File: src/rtl/cpa_pkg.sv
`timescale 1ns / 1ps
// ----------------------------------------------------------------------------
// cpa_pkg: shared codes and types of the contiguous page allocator
// Page state codes, opcodes, status codes, fixed port widths and the
// result word passed from the controller to the output stage.
// ----------------------------------------------------------------------------
package cpa_pkg;

  // Fixed widths of the item and result fields
  localparam int OP_W   = 2;
  localparam int PG_W   = 10;
  localparam int KIND_W = 2;
  localparam int RUN_W  = 11;
  localparam int STAT_W = 2;
  localparam int CFG_W  = 11;
  localparam int ST_W   = 2;

  // Page state codes as stored in the table
  localparam logic [ST_W-1:0] ST_USABLE   = 2'd0;
  localparam logic [ST_W-1:0] ST_KERNEL   = 2'd1;
  localparam logic [ST_W-1:0] ST_RESERVED = 2'd2;

  // Opcodes
  localparam logic [OP_W-1:0] OP_LOAD  = 2'd0;
  localparam logic [OP_W-1:0] OP_ALLOC = 2'd1;
  localparam logic [OP_W-1:0] OP_FREE  = 2'd2;

  // Status codes
  localparam logic [STAT_W-1:0] STAT_OK        = 2'd0;
  localparam logic [STAT_W-1:0] STAT_NO_RUN    = 2'd1;
  localparam logic [STAT_W-1:0] STAT_BAD_ARG   = 2'd2;
  localparam logic [STAT_W-1:0] STAT_NOT_ALLOC = 2'd3;

  // Page count register value after reset
  localparam logic [CFG_W-1:0] CFG_RESET = 11'd1024;

  typedef struct packed {
    logic [STAT_W-1:0] status;
    logic [PG_W-1:0]   first_page;
    logic [RUN_W-1:0]  pages_done;
  } cpa_result_t;

endpackage

File: src/rtl/cpa_out_stage.sv
`timescale 1ns / 1ps
// ----------------------------------------------------------------------------
// cpa_out_stage: result output register
// Hold one finished result for the output channel so the controller can
// take the next item while the result waits.
// ----------------------------------------------------------------------------
module cpa_out_stage (
  input  logic                clk,
  input  logic                rst,
  input  logic                push_valid,
  output logic                push_ready,
  input  cpa_pkg::cpa_result_t push_data,
  output logic                out_valid,
  input  logic                out_stall,
  output cpa_pkg::cpa_result_t out_data
);

  assign push_ready = !out_valid || !out_stall;

  always_ff @(posedge clk) begin
    if (rst) begin
      out_valid <= 1'b0;
    end else if (push_valid && push_ready) begin
      out_valid <= 1'b1;
    end else if (!out_stall) begin
      out_valid <= 1'b0;
    end
  end

  always_ff @(posedge clk) begin
    if (push_valid && push_ready) begin
      out_data <= push_data;
    end
  end

endmodule

File: config.mk
export PLATFORM = sky130hd
export DESIGN_NAME = cpa_out_stage
export DESIGN_NICKNAME = d
export VERILOG_FILES = /design/src/rtl/cpa_pkg.sv /design/src/rtl/cpa_out_stage.sv
export SDC_FILE = /design/constraint.sdc
export NUM_CORES = 1
export LEC_CHECK = 0
export BUFFER_PORTS_ARGS = -buffer_cell sky130_fd_sc_hd__buf_4
export CAP_MARGIN = 15
export CORE_UTILIZATION = 38
export DETAILED_ROUTE_END_ITERATION = 12
export GPL_ROUTABILITY_DRIVEN = 1
export PLACE_DENSITY_LB_ADDON = 0.05
export SYNTH_ARGS = -nofsm -noshare
export SYNTH_HDL_FRONTEND = slang
export SYNTH_SLANG_ARGS = --single-unit
export TNS_END_PERCENT = 100
File: constraint.sdc
create_clock -name clk -period 1.66 [get_ports clk]
set_input_delay 0.249 -clock clk [delete_from_list [all_inputs] [get_ports clk]]
set_output_delay 0.249 -clock clk [all_outputs]
set_load 0.01 [all_outputs]
==> results of run 1 <==
## flip-flops by register name, summed over array words and instances, names as in the netlist
signal / flops
out_data: 23
out_valid: 1
## path summary, 6_finish.rpt
check / start / to / slack [ns] / cells after the start
hold / removal: rst / out_valid / 0.09 / 2
setup / recovery: out_valid / push_ready / 0.53 / 2
hold reg to reg: out_valid / out_valid / 0.54 / 2
setup reg to reg: out_valid / out_data[17] / 0.53 / 3
## metrics by stage
stage / total power [mW] / setup WS [ns]
final: 1.09 / 0.530
after global placement: 0.861 / 0.506
after global routing: 1.14 / 0.442
after detailed placement: 0.863 / 0.482
after CTS: 1.10 / 0.505
after floorplan: 0.761 / 0.201
## layout by cell type (no fill, tap or decap)
cell type and count:
edfxtp_1 23, buf_4 52, clkinv_1 1, nor2_1 1, dfxtp_1 1, a21oi_1 1
clkbuf_4 3, and2_1 1, nand2_1 1
## power by group through the flow
stage	Clock, mW	Sequential (mW)	Combinational, mW
global route	0.280	0.718	0.143
detailed placement	0	0.728	0.135
floorplan	0	0.748	0.0133
finish	0.240	0.714	0.133
global placement	0	0.728	0.134
CTS	0.251	0.715	0.135
## logic make-up (layout without fill, tap and decap cells)
group,Yosys count,count (layout),share of synthesized area [%]
flops,24,24,97.4
simple gates,3,3,1.89
buf+inv,0,56,0
compound gates,1,1,0.685
## critical path: stages (launching register included)
cell and delay (ns):
dfxtp_1 0.37, nand2_1 0.07, buf_4 0.14
## metal layers
layer  GRT usage [%]  part of all wire (%)  up-vias
met2            20.3                    57       27
met5               0                     0        -
li1                -                     -      221
met1            12.1                    35      211
met4            5.29                     0        0
met3            4.76                   7.7        0
## final cells by class
class | instances | area (sq um)
clock buffer | 3 | 22.5
timing repair buffer | 52 | 390
sequential | 24 | 711
fill | 147 | 587
tap | 25 | 31.3
multi-input combinational | 4 | 18.8
clock inverter | 1 | 3.75
==> reports/metrics.csv, run 1 <==
metric;value;unit
outcome;finished, final reports clean;
synth.avg_cell_area;26.1;sq um
syn_area;729;sq um
period_minus_slack;1.13;ns
p_sw;214;uW
gp_congestion;0.657;
core_region_area;1760;sq um
timing.final.crit_share;68.1;%
slew_viol_final;0;
p_per_area;923;nW/um^2
dp_cells;105;
start_util;41.3;%
dieWidth;45.8;um
dr.pass1.iters;3;
clock_latency;0.30;ns
cts_tree;yes;
port_buffers;51;
clkTransAtPathRegs;0.12;ns
slew_headroom;81.7;%
via_count;459;
root_buffer;clkbuf_4;
fin_worst_skew;0.00249;ns
viasPerCell;4.21;
dieArea;2100;sq um
whs;0.0866;ns
cp-end-kind;output pin;
grt_pass1_wl;1.59;mm
setup_tns;0;ns
p_sw_share;19.7;%
cts-htree-levels;1;
yosys_warnings;0;
synth-edff-count;23;
ys_types;6;
drtIter0Drc;9;
design_area;1180;sq um
grt_usage;11.6;%
setup_viol;0;
cp.required;1.41;ns
cts.path.max_buffers;2;
final_util;66.7;%
post_cts_buffers;0;
finalHoldViolCount;0;
fp.dieH;45.8;um
combPwrFrac;12.2;%
synth-seq-cells;24;
syn2layout_area_growth;61.4;%
row_count;15;
tightestPinTransition;0.275;ns
p_seq_share;65.7;%
critPathKind;reg2out;
clkPwrFrac;22.1;%
syn_inst;28;
drt_drc_violations_left;0;
seq_area_frac_synth;97.4;%
nNetsFinal;112;
cts_made_buffers;3;
path_max_fanout;3;
synth_fp_nets;55;
antenna_left;0;
grt_overflow;0;
antennaDiodeCount;0;
cp-start-kind;flop;
synth_ff_type;edfxtp_1;
drt-total-wl;1.16;mm
synth_top_area_share;94.7;%
synth_top_area_cell;edfxtp_1;
max_cap_violations;0;
rsz0062_at_grt;no;
clock_sinks;24;
hold_class;in2reg;
dpl-instance-area;1150;sq um
io_pins;52;
yosysMostFrequentCell;edfxtp_1;
async_flop_share;0;%
grt_pass1_vias;379;
cts-hold-fix-buffers;0;
antenna_found_initial;0;
post_drt_wl_per_cell;10.7;um
grt_start_max_net_pins;24;
hpwlAfterDp;901;um
fmax;885;MHz
layout.cells.non_filler;109;
crit_arrival;0.88;ns
p_int;873;uW
irDropWorstVdd;0.000730;V
ctsResizeCount;0;
layout-drive-gt1-share;65.5;%
leakage;0.503;nW
ys_top_cells_by_area;edfxtp_1 (95%), dfxtp_1 (2.7%), and2_1 (0.86%);
No activity file was read; power rests on OpenSTA's default activity.
==> inputs of run 2 (changes only) <==
--- a/config.mk
+++ b/config.mk
@@ -5,6 +5,7 @@
 export SDC_FILE = /design/constraint.sdc
 export NUM_CORES = 1
 export LEC_CHECK = 0
+export ABC_AREA = 1
 export BUFFER_PORTS_ARGS = -buffer_cell sky130_fd_sc_hd__buf_4
 export CAP_MARGIN = 15
 export CORE_UTILIZATION = 38
==> constraint.sdc (replaced) <==
create_clock -name clk -period 1.05 [get_ports clk]
set_input_delay 0.1575 -clock clk [delete_from_list [all_inputs] [get_ports clk]]
set_output_delay 0.1575 -clock clk [all_outputs]
set_load 0.01 [all_outputs]
==> run 2 against run 1 <==
Effect of this change: sequential share of layout area shrank 9.3 points; count of clock-buffer cells in the layout grew 1; power grew 72%; critical endpoint is now out_data[2]; highest routed layer unchanged.
==> reports/metrics.csv, run 2 <==
metric;value;unit;change
met3WireLength;79;um;-12%
hpwlAfterDp;941;um;+4.5%
dp_slack;0.0613;ns;-0.421 ns
hold_path_depth;1;;-1
slew_headroom;86.7;%;+5.0 points
cts-htree-levels;1;;unchanged
grt_pass1_vias;462;;+22%
p_per_area;1340;nW/um^2;+45%
ff2ff_setup_slack;0.001;ns;-0.53 ns
async_flop_share;0;%;unchanged
yosys_warnings;0;;unchanged
period_minus_slack;1.05;ns;
gp_congestion;0.614;;-6.5%
synth_fp_nets;55;;unchanged
cts.path.max_buffers;2;;unchanged
rr_startpoint;out_valid;;
reg2regPathDepth;2;;-1
fin_worst_skew;0.00398;ns;+0.00149 ns
clkTransAtPathRegs;0.12;ns;about the same
syn_inst;28;;unchanged
row_count;15;;unchanged
dieArea;2110;sq um;+0.66%
layout_common_cells;buf_4 (46), edfxtp_1 (23), dlygate4sd3_1 (12);;
synth_top_area_cell;edfxtp_1;;
fmax;953;MHz;
syn2layout_area_growth;90.6;%;
power;1.87;mW;+72%
min_to;out_data[12];;
timing.final.ws_setup;0.00116;ns;-0.529 ns
post_drt_wl_per_cell;12.5;um;+17%
start_util;41.6;%;+0.28 points
cp-start-kind;flop;;
synth_top_area_share;94.0;%;-0.65 points
setup_viol;0;;unchanged
root_buffer;clkbuf_4;;
timing.final.crit_share;99.9;%;
top_register;out_data;;
dr.pass1.iters;2;;-1
top_layer;met3;;
path_max_fanout;11;;+8
syn_area;734;sq um;+0.69%
grt_start_max_net_pins;24;;unchanged
cts_tree;yes;;
leakage;0.599;nW;+19%
grt_usage;12.9;%;+1.3 points
synth_ff_type;edfxtp_1;;
min_from;push_data[12];;
cts_made_buffers;3;;unchanged
crit_arrival;1.08;ns;+0.20 ns
dieWidth;46.0;um;+0.33%
mostFrequentLayoutCell;buf_4;;
cp-end-kind;flop;;
hold_class;in2reg;;
finalHoldViolCount;0;;unchanged
tightestPinTransition;0.199;ns;-0.0754 ns
reg_top3;out_data (23), out_valid (1);;
antennaDiodeCount;0;;unchanged
clock_latency;0.30;ns;about the same
m1WireLength;536;um;+32%
grt_overflow;0;;unchanged
yosysMostFrequentCell;edfxtp_1;;
nNetsFinal;126;;+13%
port_buffers;51;;unchanged
rsz0062_at_grt;yes;;
synth.avg_cell_area;26.2;sq um;+0.69%
io_pins;52;;unchanged
antenna_left;0;;unchanged
drtIter0Drc;5;;-4
viasPerCell;4.28;;+1.7%
synth-seq-cells;24;;unchanged
grt_pass1_wl;1.82;mm;+15%
wl_met2;922;um;+38%
irDropWorstVdd;0.00100;V;+37%
layout-drive-gt1-share;63.3;%;-2.2 points
cp.required;1.08;ns;-0.33 ns
r2r_end;out_data[2];;
antenna_found_initial;0;;unchanged
seq_area_frac_synth;96.8;%;-0.66 points
critPathKind;reg2reg;;
fp.dieH;46.0;um;+0.33%
via_count;527;;+15%
ys_top_cells_by_area;edfxtp_1 (94%), dfxtp_1 (2.7%), a21oi_2 (1.2%);;
max_cap_violations;0;;unchanged
ys_types;6;;unchanged
outcome;finished, final reports clean;;
drt_drc_violations_left;0;;unchanged
core_region_area;1760;sq um;unchanged
clock_sinks;24;;unchanged
synth-edff-count;23;;unchanged
drt-total-wl;1.54;mm;+32%
largest_reg_flops;23;;unchanged
slew_viol_final;0;;unchanged
==> run 2: cell types whose count changed in the layout (fill, tap and decap cells not counted), sizes merged <==
cell         previous run  this run
clkbuf                  3         5
nor2                    1         0
a21oi                   1         2
dlygate4sd3             0        12
buf                    52        53
clkinv                  1         0
and2                    1         0
inv                     0         1
==> run 2: report_power, final <==
| part | switching, mW | internal [mW] | total, mW |
|---|---|---|---|
| sequential | 0.0192 | 1.11 | 1.13 |
| clock | 0.242 | 0.211 | 0.453 |
| combinational | 0.102 | 0.187 | 0.290 |
| total | 0.363 | 1.51 | 1.87 |
==> run 2: cell families after synthesis <==
group	share of synthesized area [%]
and+or+nand+nor	0.852
AOI/OAI and AO/OA	1.87
DFF	96.8
buffers and inverters	0.511
==> run 2: worst max path at each step <==
| stage | startpoint | to | slack [ns] | depth (start not counted) |
|---|---|---|---|---|
| after floorplan | out_valid | out_data[0] | -0.14 | 1 |
| after global placement | out_valid | out_data[1] | 0.08 | 2 |
| after detailed placement | out_valid | out_data[7] | 0.06 | 2 |
| after CTS | out_valid | push_ready | 0.002 | 2 |
| after global routing | out_valid | out_data[18] | -0.03 | 2 |
| final | out_valid | out_data[2] | 0.001 | 2 |
==> run 2: through the flow <==
stage / utilization, % / setup TNS [ns] / cells / hold slack [ns] / area [sq um]
after floorplan: - / -3.19 / 28 / 0.213 / 747
after global placement: 67.0 / 0 / 105 / 0.307 / 1180
after detailed placement: 67.0 / 0 / 105 / 0.309 / 1180
after CTS: 70.1 / 0 / 111 / 0.0151 / 1240
after global routing: 79.4 / -0.677 / 123 / 0.0000996 / 1400
final: 79.4 / 0 / 123 / 0.0297 / 1400
==> run 2: worst max-delay path, stage by stage (launching register included) <==
cell	delay, ns
dfxtp_4	0.38
a21oi_4	0.20
clkbuf_16	0.20
==> run 2: layout make-up <==
type / instances / area, sq um
repair buffers: 66 / 578
clock buffers: 4 / 36.3
inverters: 1 / 3.75
fillers: 109 / 364
flip-flops and latches: 24 / 714
multi-input cells: 3 / 36.3
well taps: 25 / 31.3
==> run 2: timing repair <==
action / CTS / global route
cloned: 0 / 1
setup buffers: 1 / 0
resized for setup: 1 / 7
pin swaps: 1 / 2
endpoints found under the setup margin: 1 / 17
hold endpoints to repair: 1 / 11
hold buffers: 1 / 11
==> run 2: per-layer routing <==
layer,track usage [%],vias up
li1,-,249
met1,12.8,248
met2,23.7,30
met3,4.76,0
met4,5.29,0
met5,0,-
==> inputs of run 3 (changes only) <==
--- a/config.mk
+++ b/config.mk
@@ -12,6 +12,7 @@
 export DETAILED_ROUTE_END_ITERATION = 12
 export GPL_ROUTABILITY_DRIVEN = 1
 export PLACE_DENSITY_LB_ADDON = 0.05
+export SETUP_SLACK_MARGIN = 0.05
 export SYNTH_ARGS = -nofsm -noshare
 export SYNTH_HDL_FRONTEND = slang
 export SYNTH_SLANG_ARGS = --single-unit
==> run 3 against run 2 <==
Effect of this change: global-route usage rose by 0.17 points; cell area increased by 4.3%; combinational power increased by 5%; worst hold slack lost 0.0025 ns.
==> reports/metrics.csv, run 3 (synthesis gave the netlist of run 2 again) <==
metric;value;unit;change
outcome;finished, final reports clean;;
rsz0062_at_grt;yes;;
cts_made_buffers;3;;unchanged
cp-end-kind;flop;;
cts-htree-levels;1;;unchanged
post_drt_wl_per_cell;12.4;um;-1.0%
drt-total-wl;1.54;mm;-0.20%
syn2layout_area_growth;98.8;%;
period_minus_slack;1.02;ns;-0.0255 ns
finalHoldViolCount;0;;unchanged
clock_sinks;24;;unchanged
via_count;531;;+0.76%
crit_end;out_data[7];;
top_register;out_data;;
max_cap_violations;0;;unchanged
antennaDiodeCount;0;;unchanged
tightestPinTransition;0.139;ns;-0.0599 ns
slew_viol_final;0;;unchanged
clkTransAtPathRegs;0.12;ns;about the same
fp.dieH;46.0;um;unchanged
gp_congestion;0.614;;unchanged
drtIter0Drc;5;;unchanged
r2r_end;out_data[7];;
reg_top3;out_data (23), out_valid (1);;
root_buffer;clkbuf_4;;
nNetsFinal;127;;+0.79%
fin_worst_skew;0.00280;ns;-0.00118 ns
grt_pass1_vias;480;;+3.9%
dieWidth;46.0;um;unchanged
grt_overflow;0;;unchanged
start_util;41.6;%;unchanged
crit_arrival;1.04;ns;-0.04 ns
timing.final.crit_share;97.5;%;-2.4 points
reg2regPathDepth;2;;unchanged
setup_viol;0;;unchanged
dieArea;2110;sq um;unchanged
port_buffers;51;;unchanged
startpoint;out_valid;;
cp.required;1.07;ns;about the same
irDropWorstVdd;0.000996;V;-0.44%
cts.path.max_buffers;2;;unchanged
hpwlAfterDp;941;um;unchanged
grt_pass1_wl;1.85;mm;+1.5%
io_pins;52;;unchanged
hold_class;in2reg;;
critPathKind;reg2reg;;
cp-start-kind;flop;;
cts_tree;yes;;
dp_cells;105;;unchanged
clock_latency;0.30;ns;about the same
path_max_fanout;23;;+12
largest_reg_flops;23;;unchanged
setup_tns;0;ns;unchanged
antenna_found_initial;0;;unchanged
p_per_area;1300;nW/um^2;-2.7%
leakage;0.618;nW;+3.1%
dr.pass1.iters;2;;unchanged
layout.cells.non_filler;124;;+0.81%
viasPerCell;4.28;;about the same
rr_startpoint;out_valid;;
ff2ff_setup_slack;0.03;ns;+0.03 ns
num-fill-cells;95;;-13%
layout-drive-gt1-share;62.6;%;-0.64 points
grt_usage;13.1;%;+0.17 points
fmax;977;MHz;+2.5%
grt_start_max_net_pins;24;;unchanged
mostFrequentLayoutCell;buf_4;;
antenna_left;0;;unchanged
layout_common_cells;buf_4 (29), buf_6 (24), edfxtp_1 (23);;
core_region_area;1760;sq um;unchanged
drt_drc_violations_left;0;;unchanged
power;1.90;mW;+1.5%
row_count;15;;unchanged
slew_headroom;90.7;%;+4.0 points
-- run 3: worst min path at each step --
stage,from,end,cells past startpoint
floorplan,rst,out_valid,1
global placement,rst,out_valid,2
detailed placement,rst,out_valid,2
CTS,push_data[11],out_data[11],1
global route,push_data[7],out_data[7],1
finish,push_data[12],out_data[12],1
-- run 3: layout make-up --
cell class | count | area [sq um] | area share (%)
timing repair buffer | 67 | 638 | 43.7
sequential | 24 | 714 | 48.9
multi-input combinational | 3 | 36.3 | 2.49
inverter | 1 | 3.75 | 0.257
clock buffer | 4 | 36.3 | 2.49
tap | 25 | 31.3 | 2.14
-- run 3: per-stage QoR --
step | instance area, sq um | setup WS (ns) | hold slack, ns | utilization [%]
after global routing | 1460 | -0.0189 | -0.000658 | 82.8
final | 1460 | 0.0266 | 0.0271 | 82.8
after global placement | 1180 | 0.0795 | 0.307 | 67.0
after floorplan | 747 | -0.139 | 0.213 | -
after CTS | 1270 | 0.0164 | 0.0151 | 71.8
after detailed placement | 1180 | 0.0613 | 0.309 | 67.0
-- run 3: layer usage --
layer	wire length (um)	global-route usage (%)
met5	0	0
met4	16	5.29
met3	77	4.37
met2	934	23.7
met1	506	13.6
-- run 3: power by group --
| group | switching (mW) | internal (mW) | total [mW] | leakage, nW |
|---|---|---|---|---|
| clock network | 0.248 | 0.211 | 0.459 | 0.0210 |
| logic | 0.0996 | 0.204 | 0.304 | 0.366 |
| registers | 0.0265 | 1.11 | 1.14 | 0.231 |
-- run 3: timing repair --
item / 4_1_cts / 5_1_grt
gates resized for setup: 9 / 17
pin swaps: 1 / 1
endpoints found under the hold margin: 1 / 12
hold buffers: 1 / 12
buffers inserted: 1 / 1
setup endpoints to repair: 35 / 48
-- run 3: critical path, stage by stage, from the launching register on --
cell     delay (ns)
dfxtp_4        0.38
a21oi_4        0.17
buf_12         0.19
